===== config.mk =====
export PLATFORM = sky130hd
export DESIGN_NAME = lob_front_flat
export DESIGN_NICKNAME = d
export VERILOG_FILES = /design/src/sv/lob_pkg.sv /design/src/sv/lob_in_if.sv /design/src/sv/lob_front.sv /design/src/flat_wrapper.sv
export SDC_FILE = /design/constraint.sdc
export NUM_CORES = 1
export LEC_CHECK = 0
export ABC_CLOCK_PERIOD_IN_PS = 5150
export BUFFER_PORTS_ARGS = -buffer_cell sky130_fd_sc_hd__buf_2
export CORE_ASPECT_RATIO = 0.75
export CORE_MARGIN = 1
export CORE_UTILIZATION = 39
export DETAILED_ROUTE_END_ITERATION = 10
export PLACE_DENSITY = 0.9
export SETUP_SLACK_MARGIN = 0.2
export SLEW_MARGIN = 0
export SYNTH_ARGS = -nofsm -noshare
export SYNTH_HDL_FRONTEND = slang
export SYNTH_SLANG_ARGS = --single-unit

===== constraint.sdc =====
create_clock -name vclk -period 5.15
set_clock_uncertainty 0.15 [all_clocks]
set_input_delay 0.515 -clock vclk [all_inputs]
set_output_delay 0.515 -clock vclk [all_outputs]
set_load 0.05 [all_outputs]

===== src/sv/lob_pkg.sv =====
`default_nettype none
package lob_pkg;

  localparam logic REQ_NEW    = 1'b0;
  localparam logic REQ_CANCEL = 1'b1;

  localparam logic [1:0] OK_LONG_OPEN   = 2'd0;
  localparam logic [1:0] OK_SHORT_OPEN  = 2'd1;
  localparam logic [1:0] OK_LONG_CLOSE  = 2'd2;
  localparam logic [1:0] OK_SHORT_CLOSE = 2'd3;

  localparam logic [2:0] RK_FILL      = 3'd0;
  localparam logic [2:0] RK_SUMMARY   = 3'd1;
  localparam logic [2:0] RK_RESTED    = 3'd2;
  localparam logic [2:0] RK_CANCELLED = 3'd3;
  localparam logic [2:0] RK_CANCEL_NF = 3'd4;
  localparam logic [2:0] RK_REJECTED  = 3'd5;
  localparam logic [2:0] RK_FULL      = 3'd6;

  localparam logic [3:0] TC_LONG_OPEN_RED     = 4'd0;
  localparam logic [3:0] TC_DOUBLE_OPEN_RED   = 4'd1;
  localparam logic [3:0] TC_LONG_SWITCH_RED   = 4'd2;
  localparam logic [3:0] TC_SHORT_OPEN_GREEN  = 4'd3;
  localparam logic [3:0] TC_DOUBLE_OPEN_GREEN = 4'd4;
  localparam logic [3:0] TC_SHORT_SWITCH_GREEN = 4'd5;
  localparam logic [3:0] TC_LONG_CLOSE_GREEN  = 4'd6;
  localparam logic [3:0] TC_DOUBLE_CLOSE_GREEN = 4'd7;
  localparam logic [3:0] TC_SHORT_CLOSE_RED   = 4'd8;
  localparam logic [3:0] TC_DOUBLE_CLOSE_RED  = 4'd9;

  localparam logic REG_UPPER = 1'b0;
  localparam logic REG_LOWER = 1'b1;

  localparam int          RES_AW    = 6;
  localparam logic [5:0]  MAX_FILLS = 6'd63;

endpackage
`default_nettype wire


===== src/sv/lob_in_if.sv =====
`default_nettype none
interface lob_in_if #(
  parameter int PRICE_BITS = 20,
  parameter int QTY_BITS   = 16
);
  logic                  valid;
  logic                  ready;
  logic                  req_type;
  logic [1:0]            order_kind;
  logic [PRICE_BITS-1:0] order_price;
  logic [QTY_BITS-1:0]   order_qty;
  logic [15:0]           customer_id;

  modport source (output valid, req_type, order_kind, order_price, order_qty, customer_id,
                  input ready);
  modport sink (input valid, req_type, order_kind, order_price, order_qty, customer_id,
                output ready);
endinterface
`default_nettype wire


===== src/sv/lob_front.sv =====
`default_nettype none
module lob_front #(
  parameter int PRICE_BITS = 20,
  parameter int QTY_BITS   = 16,
  parameter int QW         = PRICE_BITS + QTY_BITS + 21
) (
  lob_in_if.sink           req_i,
  input  wire logic [PRICE_BITS-1:0] upper_i,
  input  wire logic [PRICE_BITS-1:0] lower_i,
  output logic             push_valid_o,
  input  wire logic        push_ready_i,
  output logic [QW-1:0]    push_data_o
);
  import lob_pkg::*;

  logic is_bid;
  logic band_bad;

  assign is_bid   = (req_i.order_kind == OK_LONG_OPEN) || (req_i.order_kind == OK_SHORT_CLOSE);
  assign band_bad = (req_i.req_type == REQ_NEW) &&
                    ((req_i.order_price > upper_i) || (req_i.order_price < lower_i));

  assign push_valid_o = req_i.valid;
  assign req_i.ready  = push_ready_i;
  assign push_data_o  = {req_i.req_type, req_i.order_kind, req_i.order_price, req_i.order_qty,
                         req_i.customer_id, is_bid, band_bad};
endmodule
`default_nettype wire


===== src/flat_wrapper.sv =====
// flat-port wrapper written by rule: the top's interface ports become plain ports
module lob_front_flat import lob_pkg::*;
#(
  parameter int PRICE_BITS = 20,
  parameter int QTY_BITS   = 16,
  parameter int QW         = PRICE_BITS + QTY_BITS + 21
)
  (upper_i, lower_i, push_valid_o, push_ready_i, push_data_o, req_i_valid, req_i_req_type, req_i_order_kind, req_i_order_price, req_i_order_qty, req_i_customer_id, req_i_ready);
  lob_in_if #(.PRICE_BITS(PRICE_BITS), .QTY_BITS(QTY_BITS)) req_i_i ();
  input  wire logic [PRICE_BITS-1:0] upper_i;
  input  wire logic [PRICE_BITS-1:0] lower_i;
  output logic push_valid_o;
  input  wire logic push_ready_i;
  output logic [QW-1:0] push_data_o;
  input wire logic [$bits(req_i_i.valid)-1:0] req_i_valid;
  input wire logic [$bits(req_i_i.req_type)-1:0] req_i_req_type;
  input wire logic [$bits(req_i_i.order_kind)-1:0] req_i_order_kind;
  input wire logic [$bits(req_i_i.order_price)-1:0] req_i_order_price;
  input wire logic [$bits(req_i_i.order_qty)-1:0] req_i_order_qty;
  input wire logic [$bits(req_i_i.customer_id)-1:0] req_i_customer_id;
  output wire logic [$bits(req_i_i.ready)-1:0] req_i_ready;
  assign req_i_i.valid = req_i_valid;
  assign req_i_i.req_type = req_i_req_type;
  assign req_i_i.order_kind = req_i_order_kind;
  assign req_i_i.order_price = req_i_order_price;
  assign req_i_i.order_qty = req_i_order_qty;
  assign req_i_i.customer_id = req_i_customer_id;
  assign req_i_ready = req_i_i.ready;
  lob_front #(.PRICE_BITS(PRICE_BITS), .QTY_BITS(QTY_BITS), .QW(QW)) u_core (.req_i(req_i_i), .upper_i(upper_i), .lower_i(lower_i), .push_valid_o(push_valid_o), .push_ready_i(push_ready_i), .push_data_o(push_data_o));
endmodule

==> impl_summary.md <==
Setup path
Together, buffers and inverters on the worst path number 2. The cell occurring most often along the worst timing path is sky130_fd_sc_hd__buf_2. The gate family responsible for the most delay along the worst path is compound AO/OA/AOI/OAI gates. The critical path goes through buf_2 > ha_1 > a211o_2 > a31oi_1 > nor4_1 > o21ai_1 > a2111oi_1 > o2bb2ai_1 > buf_2.

The required time of the critical path is 4490 ps. STA classifies the critical path endpoint as an output pin. The critical-path cell with the highest stage delay is sky130_fd_sc_hd__ha_1.

The data arrival time of the critical path is 2120 ps. The maximum fanout encountered on the critical timing path is 3. STA classifies the critical path startpoint as a primary input.

The delay of the slowest cell on the worst path is 300 ps. The kind of critical path is in2out.

Placed design
In this run the tool buffered the top-level ports with 88 buffer cells. Routability-driven placement finished with a final weighted congestion of 0.762. Detailed placement finished with a half-perimeter wire length of 2720 microns. The worst slack at placement is 2300 ps.

Timing
The post-route worst setup slack is 2360 ps. The minimum clock period after layout is 2790 ps. The highest clock rate is 0.358 GHz. The transition time of the tightest slew-check pin is 311 ps. Setup violations remaining at the end of the flow were counted as 0. In this run the tightest slew margin relative to its limit is 79.2%. The number of pins exceeding their max-slew limit in the final report came to 0.

The fraction of the cycle the final worst path needs is 54.2%. The number of hold violations in the final report is 0. In the final timing run, aggregate negative setup slack is 0 ps. Setup repair after global routing left no endpoint under its margin.

Finish
The clock buffers instantiated in the layout total 0. The fraction of layout cells with a size suffix above 1 is 39.4%. The area of the multi-input gates is 832 sq um. The number of fill cells in the layout is 353. The most common cell after layout, fill and taps aside is sky130_fd_sc_hd__buf_2. Summing all flip-flop and latch instances after layout gives 0 sq um. The number of sequential storage elements is 0. In the layout the commonest cells are sky130_fd_sc_hd__buf_2, sky130_fd_sc_hd__inv_1, sky130_fd_sc_hd__ha_1. The area growth from synthesis to layout is 3.34%. The net count of the finished layout is 364. The post-layout utilization of the core is 43.6%. The diode insertion count for antenna repair is 0.

Power and ir drop
IR analysis of the VDD net gives a maximum drop of 0.0320 mV. Summed over all cells, the static leakage comes to 0.983 nW. For this design the ratio of total power to cell area is 98.3 mW/mm^2.

Detailed routing
Dividing the detail-routed wire length by the instance count gives 10.8 microns. Once detail routing completed, the nets flagged for antenna violations numbered 0. The count of TritonRoute iterations in the first routing pass is 4. After detailed routing, the number of remaining DRC violations is 0. In this run, the number of DRC markers left after iteration 0 of detailed routing was 8. Using the TritonRoute via totals, the vias-per-cell ratio works out to 4.72. The routed wire length is 2870 microns.

The count of vias placed by the detailed router is 1255.

Logic synthesis
The Yosys step of the flow raised 0 warnings. Yosys attributes the largest share of cell area to sky130_fd_sc_hd__ha_1, sky130_fd_sc_hd__buf_4, sky130_fd_sc_hd__inv_1. In this run, distinct cell masters in the synthesized netlist total 25. The gate count after technology mapping is 197. The synthesized net count is 333.

The share of Yosys cell area claimed by the top area cell type is 34.2%. The post-synthesis average cell area is 7.23 sq um. The total standard cell area after synthesis is 0.00143 sq mm.

The dominant cell type by area after synthesis is sky130_fd_sc_hd__ha_1. Sequential cells were found to cover 0% of the synthesized design area.

Global route
The total overflow left after global routing is 0. For this run, the total global-route usage over all layers was measured as 14.3%. The first global-routing pass estimated 4520 microns of wire. The number of global-route vias before repair is 1122. Entering global routing, the biggest net connects 4 pins. The initial antenna violation count is 0.

Worst hold path
The min-delay analysis places its worst path in the category in2out.

Clock network
The number of instances resized during post-cts repair is 0. Buffers added to address setup during post-CTS repair amount to 0. The number of hold buffers added after cts is 0.

Floorplan
The die covers 0.00390 sq mm. The die boundary width is 71.8 microns. The region available for standard cell placement spans 0.00338 sq mm. The height of the die is 54.4 microns. The cell row count is 18. The initial standard-cell utilization of the core is 42.2%.

The number of top-level pins is 156.

Job
The reported max-cap violation count is 0.

Status
The flow ran to the end, and the final reports show no timing, DRC or antenna violations.
==> layout make-up <==
class,count,area share [%]
multi-input combinational,98,56.5
timing repair buffer,88,29.9
inverter,40,10.2
tap,40,3.40
==> final timing paths <==
kind	start	endpoint	cells after the start
setup / recovery	req_i_order_price[2]	push_data_o[0]	9
hold / removal	req_i_order_qty[5]	push_data_o[23]	0
==> through the flow <==
stage                     cells  total power [mW]  instance area [sq um]  hold slack (ps)
after floorplan             197             0.180                   1430             1050
after global placement      266             0.143                   1470              880
after detailed placement    266             0.146                   1470              880
after CTS                   266             0.147                   1470              880
after global routing        266             0.162                   1470              880
final                       266             0.145                   1470              880
==> cells in the mapped netlist (2+ instances only) <==
master and count:
sky130_fd_sc_hd__a21oi_1 12, sky130_fd_sc_hd__buf_4 59, sky130_fd_sc_hd__nand2_1 11, sky130_fd_sc_hd__nand3_1 2
sky130_fd_sc_hd__o21ai_0 4, sky130_fd_sc_hd__a221oi_1 2, sky130_fd_sc_hd__nand4_1 2, sky130_fd_sc_hd__ha_1 39
sky130_fd_sc_hd__inv_1 40, sky130_fd_sc_hd__o211ai_1 2, sky130_fd_sc_hd__nor2_1 5, sky130_fd_sc_hd__and4_1 4
sky130_fd_sc_hd__a21o_1 3
==> routing by layer <==
layer	vias to the layer above	wire length, microns	global-route usage, %
li1	652	-	-
met1	525	1240	16.8
met2	76	1370	29.1
met3	2	252	2.39
met4	0	6	0.327
met5	-	0	0
==> where the power goes <==
group          internal (mW)  total (mW)  switching, mW
clock                      0           0              0
sequential                 0           0              0
combinational         0.0550       0.145         0.0897
==> cell families after synthesis <==
group                      after synthesis  share of synthesized area [%]
buffers and inverters                   99                           41.6
adders and majority gates               39                           34.2
AOI/OAI and AO/OA                       30                           13.5
and+or+nand+nor                         28                           10.0
xor gates and xnor gates                 1                          0.615
(Power assumes the default switching activity.)
