[src/sv/lob_queue.sv]
`default_nettype none
module lob_queue #(
  parameter int W = 8
) (
  input  wire logic         clk_i,
  input  wire logic         rst_ni,
  input  wire logic         push_valid_i,
  output logic              push_ready_o,
  input  wire logic [W-1:0] push_data_i,
  output logic              pop_valid_o,
  input  wire logic         pop_ready_i,
  output logic [W-1:0]      pop_data_o
);
  logic [W-1:0] slot_q [2];
  logic         wptr_q, rptr_q;
  logic [1:0]   cnt_q;
  logic         do_push, do_pop;

  assign push_ready_o = (cnt_q != 2'd2);
  assign pop_valid_o  = (cnt_q != 2'd0);
  assign pop_data_o   = slot_q[rptr_q];
  assign do_push      = push_valid_i && push_ready_o;
  assign do_pop       = pop_valid_o && pop_ready_i;

  always_ff @(posedge clk_i or negedge rst_ni) begin
    if (!rst_ni) begin
      wptr_q <= 1'b0;
      rptr_q <= 1'b0;
      cnt_q  <= 2'd0;
    end else begin
      if (do_push) wptr_q <= ~wptr_q;
      if (do_pop) rptr_q <= ~rptr_q;
      cnt_q <= cnt_q + {1'b0, do_push} - {1'b0, do_pop};
    end
  end

  always_ff @(posedge clk_i) begin
    if (do_push) slot_q[wptr_q] <= push_data_i;
  end
endmodule
`default_nettype wire

[config.mk]
export PLATFORM = sky130hd
export DESIGN_NAME = lob_queue
export DESIGN_NICKNAME = d
export VERILOG_FILES = /design/src/sv/lob_queue.sv
export SDC_FILE = /design/constraint.sdc
export NUM_CORES = 1
export LEC_CHECK = 0
export ABC_AREA = 0
export BUFFER_PORTS_ARGS = -buffer_cell sky130_fd_sc_hd__buf_2
export CAP_MARGIN = 20
export CELL_PAD_IN_SITES_DETAIL_PLACEMENT = 1
export CELL_PAD_IN_SITES_GLOBAL_PLACEMENT = 1
export CORE_ASPECT_RATIO = 1.25
export CORE_MARGIN = 2
export CORE_UTILIZATION = 34
export DETAILED_ROUTE_END_ITERATION = 8
export GPL_TIMING_DRIVEN = 0
export PLACE_DENSITY_LB_ADDON = 0.05
export REMOVE_ABC_BUFFERS = 1
export SETUP_SLACK_MARGIN = 0.1
export SYNTH_ARGS = -nofsm -noshare
export SYNTH_HDL_FRONTEND = slang
export SYNTH_SLANG_ARGS = --single-unit
[constraint.sdc]
create_clock -name clk_i -period 5 [get_ports clk_i]
set_input_delay 0.25 -clock clk_i [delete_from_list [all_inputs] [get_ports clk_i]]
set_output_delay 0.25 -clock clk_i [all_outputs]
set_load 0.03 [all_outputs]
==> results.ini, run 1 <==
[detailed_routing]
routed_via_density=4.30
dr_total_vias=421
wl_per_cell_um=12.1
drtIter0Drc=1
ant_nets=0
drcViolationCount=0
first_pass_iters=4
routed_wl_mm=1.19

[final_layout]
area_delta_synth_final_pct=23.9
antenna_cells=0
seq_area_sq_um=581
multi_input_area_sq_um=185
fin_cells=98
drive_gt1_frac=0.388
fin_nets=82
fillers=236
final_core_util=0.439

[critical_path]
critPathMaxFanout=9
crit_required_ns=4.75
cp.buffers_inverters=1
cpPeakStageDelay_ns=0.60
slowest_stage=dfrtp_1
cp_cell_sequence=mux2_1, buf_2
arrival_ns=1.45
timing.reg2reg.setup_slack_ns=3.31
cp_num_cells=2
critPathKind=register to primary output
endpoint_kind=primary output
crit_path_start_kind=register
path_delay_family=flip-flops
r2r_cells=7

[global_routing]
grt_start_max_net_pins=12
grt_first_pass_wirelength_mm=1.93
grt_usage=0.106
gr-total-overflow=0
grt_pass1_vias=431
antenna_found_initial=0

[die]
initial_core_util=0.354
die-area_sq_mm=0.00268
dieHeight_um=57.4
dieWidth_um=46.7
core_sq_mm=0.00219
num_io_pins=22
rows=19

[clock_network]
insertion_delay_ns=0.30
cts_resized=0
cts_sinks=20
htree_num_levels=1
cts_tree=yes
cts_root_buf=clkbuf_4
numCtsBuffers=3
clockBufferDepth=2
path_clk_slew_ns=0.11

[sta]
worstMarginPinSlew_ns=0.688
timing.hold.ws_ns=0.131
finalCriticalPeriod_ns=1.70
setup_total_negative_slack_ns=0
finalHoldViolations=0
timing.slew.headroom=0.540
setup_viol=0
slew_violations=0
max_freq_mhz=587
final.setup_skew_ns=0.00796
post-route-period-util=0.341
grt_setup_unrepaired=false

[synthesis]
synth.most_common_cell=edfxtp_1
avgSynthCellArea_sq_um=18.4
synth_xor_xnor_area_share=0.0452
yosysSeqAreaShare=0.750
ys_ff_latch=20
yosys.area_share.simple=0.0452
synthArstFlopShare=0.200
synth_area_leaders=edfxtp_1, dfrtp_1, mux2_1, xnor2_1, ha_1
synth_top_area_cell=edfxtp_1
synth_compound_area_frac=0
syn_inst=42
synth_fa_ha_area_frac=0.0323
syn_area_sq_um=774
synth_commonest_cells=edfxtp_1, mux2_1, dfrtp_1
yosysTopAreaCellShare=0.620
synth-edff-count=16
yosysUniqueCellTypes=14
synth_top_family_by_area=multiplexers
ys.flop_type=edfxtp_1
yosysWarnings=0
yosys-mux-area-fraction=0.116

[pwr]
power.leakage_nw=0.384
power.total_mw=0.578
peakVddDrop_uv=285
power.density_mw_per_mm2=603

[hold_path]
worstHoldPathType=input pin to register
hold_depth=1

[placed_design]
port_buffers=21
place_congestion=0.613
placed_cells=93
dp_hpwl_um=903

[run_status]
status=finished clean

[job]
max-cap-violations=0

==> final timing paths <==
check | from | end
worst max register to register | cnt_q[1] | cnt_q[1]
worst min-delay path | push_data_i[2] | slot_q[0][2]
worst max-delay path | rptr_q | pop_data_o[0]
max in group asynchronous | rst_ni | wptr_q
worst min register to register | wptr_q | wptr_q
min in group asynchronous | rst_ni | cnt_q[0]
==> flip-flops by register name (all words and copies together), names as in the netlist <==
signal  count
rptr_q      1
cnt_q       2
wptr_q      1
slot_q     16
==> repair_timing <==
item / in CTS / in global routing
endpoints found under the hold margin: 4 / 0
hold buffers: 1 / 0
buffers inserted: 0 / 0
==> worst register-to-register path, cell delays in order, from the launching register on <==
cell and delay (ns):
dfrtp_1 0.43, or2_1 0.25, and2_4 0.17, ha_1 0.26, inv_1 0.04, ha_1 0.18, xnor2_1 0.17, xnor2_1 0.13
==> per-stage QoR <==
step	area (sq um)	setup WS (ns)
finish	960	3.30
detailed placement	913	3.31
CTS	960	3.26
global placement	913	3.34
floorplan	769	3.22
global route	960	3.20
==> layout by cell type (no fill, tap or decap), types with 2 or more instances in the layout <==
cell / synthesis / routed
buf_2: 1 / 21
mux2_1: 8 / 8
edfxtp_1: 16 / 16
dfrtp_1: 4 / 4
xnor2_1: 3 / 3
clkbuf_4: 0 / 3
ha_1: 2 / 2
==> kinds of logic (layout without fill, tap and decap cells) <==
group,Yosys count,in the layout
fa+ha+maj,2,2
mux,8,8
buf+inv,2,27
simple gates,6,6
xor+xnor,4,4
flops,20,20
==> cell type report <==
type                    count  share of cell area
clock buffers               4              0.0378
flip-flops and latches     20               0.605
repair buffers             22               0.120
inverters                   1             0.00391
multi-input cells          20               0.193
well taps                  31              0.0404
==> report_power, final <==
| part | total, mW | leakage [nW] | switching (mW) | internal (mW) |
|---|---|---|---|---|
| Sequential | 0.263 | 0.195 | 0.0300 | 0.233 |
| Clock | 0.0921 | 0.0210 | 0.0478 | 0.0444 |
| Combinational | 0.223 | 0.168 | 0.139 | 0.0837 |
| Total | 0.578 | 0.384 | 0.217 | 0.361 |
==> routing by layer <==
metal | global-route usage | up-vias | routed length (um)
met2 | 0.165 | 14 | 602
li1 | - | 202 | -
met4 | 0.0476 | 0 | 0
met3 | 0.0285 | 0 | 73
met5 | 0 | - | 0
met1 | 0.136 | 205 | 511
Note: power is estimated with default switching activity, not from simulation.
==> inputs of run 2 (changes only) <==
--- a/config.mk
+++ b/config.mk
@@ -5,7 +5,7 @@
 export SDC_FILE = /design/constraint.sdc
 export NUM_CORES = 1
 export LEC_CHECK = 0
-export ABC_AREA = 0
+export ABC_AREA = 1
 export BUFFER_PORTS_ARGS = -buffer_cell sky130_fd_sc_hd__buf_2
 export CAP_MARGIN = 20
 export CELL_PAD_IN_SITES_DETAIL_PLACEMENT = 1
==> constraint.sdc (replaced) <==
create_clock -name clk_i -period 1.6 [get_ports clk_i]
set_input_delay 0.08 -clock clk_i [delete_from_list [all_inputs] [get_ports clk_i]]
set_output_delay 0.08 -clock clk_i [all_outputs]
set_load 0.03 [all_outputs]
==> run 2 against run 1 <==
Net effect:
- setup slack worse by 3.1 ns
- combinational power grew to 4.0 times the previous value
- critical path depth is 8 higher
- sequential power grew to 3.1 times the previous value
- area after synthesis is 6.9% higher
- via count is 44% higher
- clock-buffer cell count stayed put
- largest power group is now combinational cells
- cell count is 43% higher
- largest cell class unchanged
==> results.ini, run 2 <==
[detailed_routing]
routed_via_density=4.33
ant_nets=0
dr_total_vias=606
wl_per_cell_um=11.1
routed_wl_mm=1.56
first_pass_iters=2
drtIter0Drc=2
drcViolationCount=0

[critical_path]
timing.reg2reg.setup_slack_ns=0.18
crit_path_start_kind=register
critPathKind=register to register
cp_common_cell=inv_1
path_delay_family=adder cells
arrival_ns=1.61
critPathMaxFanout=3
slowest_stage=dfrtp_1
cp_cell_sequence=inv_1, nand2_2, nand2_2, inv_1, ha_1, inv_1, ha_2, inv_1, nand2_1, nand2_1
crit_required_ns=1.80
cpPeakStageDelay_ns=0.40
endpoint_kind=register
cp.buffers_inverters=4

[sta]
setup_viol=0
finalHoldViolations=0
final.setup_skew_ns=0.00317
post-route-period-util=0.885
worstMarginPinSlew_ns=0.443
finalCriticalPeriod_ns=1.42
slew_violations=0
grt_setup_unrepaired=true
setup_slack_ns=0.185
max_freq_mhz=706
timing.slew.headroom=0.704
setup_total_negative_slack_ns=0

[synthesis]
synth_top_area_cell=edfxtp_1
yosysSeqAreaShare=0.701
yosysWarnings=0
ys_ff_latch=20
avgSynthCellArea_sq_um=11.3
synth_area_leaders=edfxtp_1, nand2_1, dfrtp_1, inv_1, ha_1
synth.most_common_cell=nand2_1
synth_commonest_cells=nand2_1, edfxtp_1, inv_1
syn_inst=73
yosysTopAreaCellShare=0.580
synth-edff-count=16
syn_area_sq_um=828
ys.flop_type=edfxtp_1
synthArstFlopShare=0.200
yosysUniqueCellTypes=12

[die]
num_io_pins=22
core_sq_mm=0.00238
dieHeight_um=59.2
die-area_sq_mm=0.00285
initial_core_util=0.348
dieWidth_um=48.1
rows=20

[clock_network]
path_clk_slew_ns=0.11
clockBufferDepth=2
cts_sinks=20
cts_tree=yes
cts_root_buf=clkbuf_4
numCtsBuffers=3
htree_num_levels=1
insertion_delay_ns=0.29

[global_routing]
grt_usage=0.124
grt_first_pass_wirelength_mm=2.35
grt_start_max_net_pins=12
grt_pass1_vias=585
antenna_found_initial=0
gr-total-overflow=0

[final_layout]
final_cell_mix=nand2_1, buf_2, edfxtp_1, dlygate4sd3_1, inv_1
final_core_util=0.464
fin_nets=122
fillers=269
antenna_cells=0
final_common_cell=nand2_1
regMostFlops=slot_q
largest_reg_flops=16
area_delta_synth_final_pct=33.2
drive_gt1_frac=0.336
top_regs=slot_q x16, cnt_q x2

[job]
max-cap-violations=0

[placed_design]
dp_hpwl_mm=1.11
place_ws_ns=0.0612
port_buffers=21
place_congestion=0.648

[pwr]
power.density_mw_per_mm2=1800
power.total_mw=1.98
power.leakage_nw=0.519
peakVddDrop_uv=899

[hold_path]
worstHoldPathType=input pin to register

[run_status]
status=finished clean

==> run 2: cell types whose count changed after synthesis, moves of 3 or more <==
| cell | before | now |
|---|---|---|
| nand2_1 | 1 | 32 |
| mux2_1 | 8 | 0 |
| inv_1 | 1 | 7 |
| nand2_2 | 0 | 4 |
| nand3_1 | 0 | 3 |
| xnor2_1 | 3 | 0 |
==> run 2: metal layers <==
layer | track usage | vias up | share of wire
met5 | 0 | - | 0
met4 | 0.0695 | 0 | 0.0051
met3 | 0.0396 | 2 | 0.043
met2 | 0.218 | 13 | 0.61
met1 | 0.119 | 290 | 0.34
li1 | - | 301 | -
==> run 2: worst paths after layout <==
check	cells past startpoint	end	start
hold reg to reg	2	wptr_q	wptr_q
min in group asynchronous	2	cnt_q[1]	rst_ni
hold / removal	3	rptr_q	pop_ready_i
setup / recovery	10	cnt_q[1]	cnt_q[0]
max in group asynchronous	2	rptr_q	rst_ni
setup reg to reg	10	cnt_q[1]	cnt_q[0]
==> run 2: through the flow <==
step                std cells  area (sq um)  hold WS (ns)
finish                    140          1100        0.0544
global route              140          1100        0.0746
CTS                       139          1090        0.0575
detailed placement        126           963        -0.107
global placement          126           963        -0.105
floorplan                  72           817        -0.216
==> run 2: worst reg2reg max path, stage by stage, from the launching register on <==
cell	delay, ns
dfrtp_1	0.40
inv_1	0.10
nand2_2	0.09
nand2_2	0.07
inv_1	0.04
ha_1	0.28
inv_1	0.06
ha_2	0.17
inv_1	0.04
nand2_1	0.05
nand2_1	0.04
==> run 2: power by group <==
part	internal [mW]	switching (mW)
sequential	0.726	0.0922
combinational	0.270	0.612
clock	0.139	0.143
total	1.13	0.847
==> run 2: final cells by class <==
class                      instances  area (sq um)  share of cell area
clock buffer                       4          36.3              0.0329
inverter                           9          36.3              0.0329
multi-input combinational         43           205               0.186
sequential                        20           582               0.527
tap                               33          41.3              0.0374
timing repair buffer              31           203               0.184
==> run 2: logic make-up (layout without fill, tap and decap cells) <==
kind of cell / count (synthesis) / after routing / share of synthesized area
DFF: 20 / 20 / 0.701
adders and majority gates: 2 / 2 / 0.0302
and+or+nand+nor: 41 / 41 / 0.211
buffers and inverters: 10 / 44 / 0.0574
==> run 2: what timing repair did <==
item,4_1_cts,5_1_grt
buffers inserted,0,1
endpoints found under the setup margin,8,3
endpoints found under the hold margin,20,0
cloned,0,0
resized for setup,1,2
hold buffers,9,0
==> inputs of run 3 (changes only) <==
--- a/config.mk
+++ b/config.mk
@@ -11,7 +11,7 @@
 export CELL_PAD_IN_SITES_DETAIL_PLACEMENT = 1
 export CELL_PAD_IN_SITES_GLOBAL_PLACEMENT = 1
 export CORE_ASPECT_RATIO = 1.25
-export CORE_MARGIN = 2
+export CORE_MARGIN = 3
 export CORE_UTILIZATION = 34
 export DETAILED_ROUTE_END_ITERATION = 8
 export GPL_TIMING_DRIVEN = 0
==> run 3 against run 2 <==
Net effect:
- fmax rose by 1.8%
- sequential share of layout area rose by 0.48 points
- utilization rose by 2.0 points
- non-clock buffer count fell by 1
- register-to-register slack improved by 0.02 ns
- clock skew fell by 0.0010 ns
- design area fell by 0.91%
- clock-buffer cell count did not move
- critical path type unchanged
==> results.ini, run 3 (same netlist as run 2, synthesis figures left out) <==
[hold_path]
hold_start=pop_ready_i
worstHoldPathType=input pin to register
holdPathEnd=rptr_q
hold_depth=3

[final_layout]
fillers=254
regMostFlops=slot_q
seq_area_sq_um=582
antenna_cells=0
final_cell_mix=nand2_1, buf_2, edfxtp_1, dlygate4sd3_1, inv_1
drive_gt1_frac=0.340
multi_input_area_sq_um=205
area_delta_synth_final_pct=32.0
final_core_util=0.484
final_common_cell=nand2_1
largest_reg_flops=16
top_regs=slot_q x16, cnt_q x2
fin_nets=121

[detailed_routing]
drtIter0Drc=6
drcViolationCount=0
routed_via_density=4.22
first_pass_iters=2
dr_total_vias=578
wl_per_cell_um=11.3
ant_nets=0
routed_wl_mm=1.54

[global_routing]
grt_start_max_net_pins=12
grt_pass1_vias=655
grt_first_pass_wirelength_mm=2.66
gr-total-overflow=0
grt_usage=0.120
antenna_found_initial=0

[sta]
timing.hold.ws_ns=0.0405
timing.slew.headroom=0.708
max_freq_mhz=719
final.setup_skew_ns=0.00214
grt_setup_unrepaired=true
slew_violations=0
setup_slack_ns=0.209
setup_total_negative_slack_ns=0
setup_viol=0
finalCriticalPeriod_ns=1.39
worstMarginPinSlew_ns=0.438
finalHoldViolations=0
post-route-period-util=0.869

[clock_network]
cts_root_buf=clkbuf_4
cts_sinks=20
insertion_delay_ns=0.29
cts_tree=yes
htree_num_levels=1
path_clk_slew_ns=0.11
numCtsBuffers=3
clockBufferDepth=2

[placed_design]
place_congestion=0.667
dp_hpwl_mm=1.09
port_buffers=21
place_ws_ns=0.0821

[critical_path]
critPathMaxFanout=3
timing.reg2reg.setup_slack_ns=0.21
r2r-start=cnt_q[1]
r2r_cells=10
arrival_ns=1.59
crit_required_ns=1.80
endpoint_kind=register
crit_path_start_kind=register
critPathKind=register to register
r2r_end=cnt_q[1]

[die]
die-area_sq_mm=0.00307
num_io_pins=22
dieHeight_um=61.2
rows=19
dieWidth_um=50.1
initial_core_util=0.367
core_sq_mm=0.00226

[job]
max-cap-violations=0

[run_status]
status=finished clean

[pwr]
peakVddDrop_uv=903
power.total_mw=1.96
power.density_mw_per_mm2=1790
power.leakage_nw=0.513

[run 3: cell count changes in the layout (fill, tap and decap cells not counted)]
cell   change
inv_1      -1
buf_4      -1
inv_2      +1
[run 3: critical path, cell delays in order, from the launching register on]
cell and delay, ns:
dfrtp_1 0.43, inv_2 0.07, nand2_2 0.06, nand2_2 0.06, inv_1 0.04, ha_1 0.27
inv_1 0.06, ha_2 0.17, inv_1 0.04, nand2_1 0.05, nand2_1 0.04
[run 3: per-layer routing]
metal,up-vias,GRT usage,routed length [um]
met3,4,0.0218,63
met1,262,0.120,621
li1,297,-,-
met2,15,0.233,826
met5,-,0,0
met4,0,0.0711,31
[run 3: report_power, final]
part	total [mW]	switching (mW)	internal [mW]
Combinational	0.854	0.602	0.253
Clock	0.286	0.147	0.139
Sequential	0.819	0.0925	0.726
[run 3: per-stage QoR]
stage	instance area, sq um	cells
floorplan	817	72
global placement	961	124
detailed placement	961	124
CTS	1090	137
global route	1090	137
finish	1090	137
[run 3: worst max path at each step]
| stage | from | end | depth (start not counted) |
|---|---|---|---|
| floorplan | cnt_q[0] | cnt_q[1] | 10 |
| global placement | cnt_q[1] | slot_q[1][6] | 3 |
| detailed placement | cnt_q[1] | slot_q[1][6] | 3 |
| CTS | rptr_q | pop_data_o[2] | 4 |
| global route | cnt_q[1] | cnt_q[1] | 10 |
| finish | cnt_q[1] | cnt_q[1] | 10 |
[run 3: layout make-up]
| cell class | count | area share |
|---|---|---|
| repair buffers | 30 | 0.178 |
| flip-flops and latches | 20 | 0.532 |
| well taps | 31 | 0.0355 |
| inverters | 9 | 0.0332 |
| clock buffers | 4 | 0.0332 |
| multi-input cells | 43 | 0.188 |
[run 3: timing repair]
item,4_1_cts,5_1_grt
buffers inserted,0,0
endpoints found under the setup margin,8,5
hold endpoints to repair,20,0
hold buffers,9,0
gates resized for setup,1,3
pin swaps,0,0
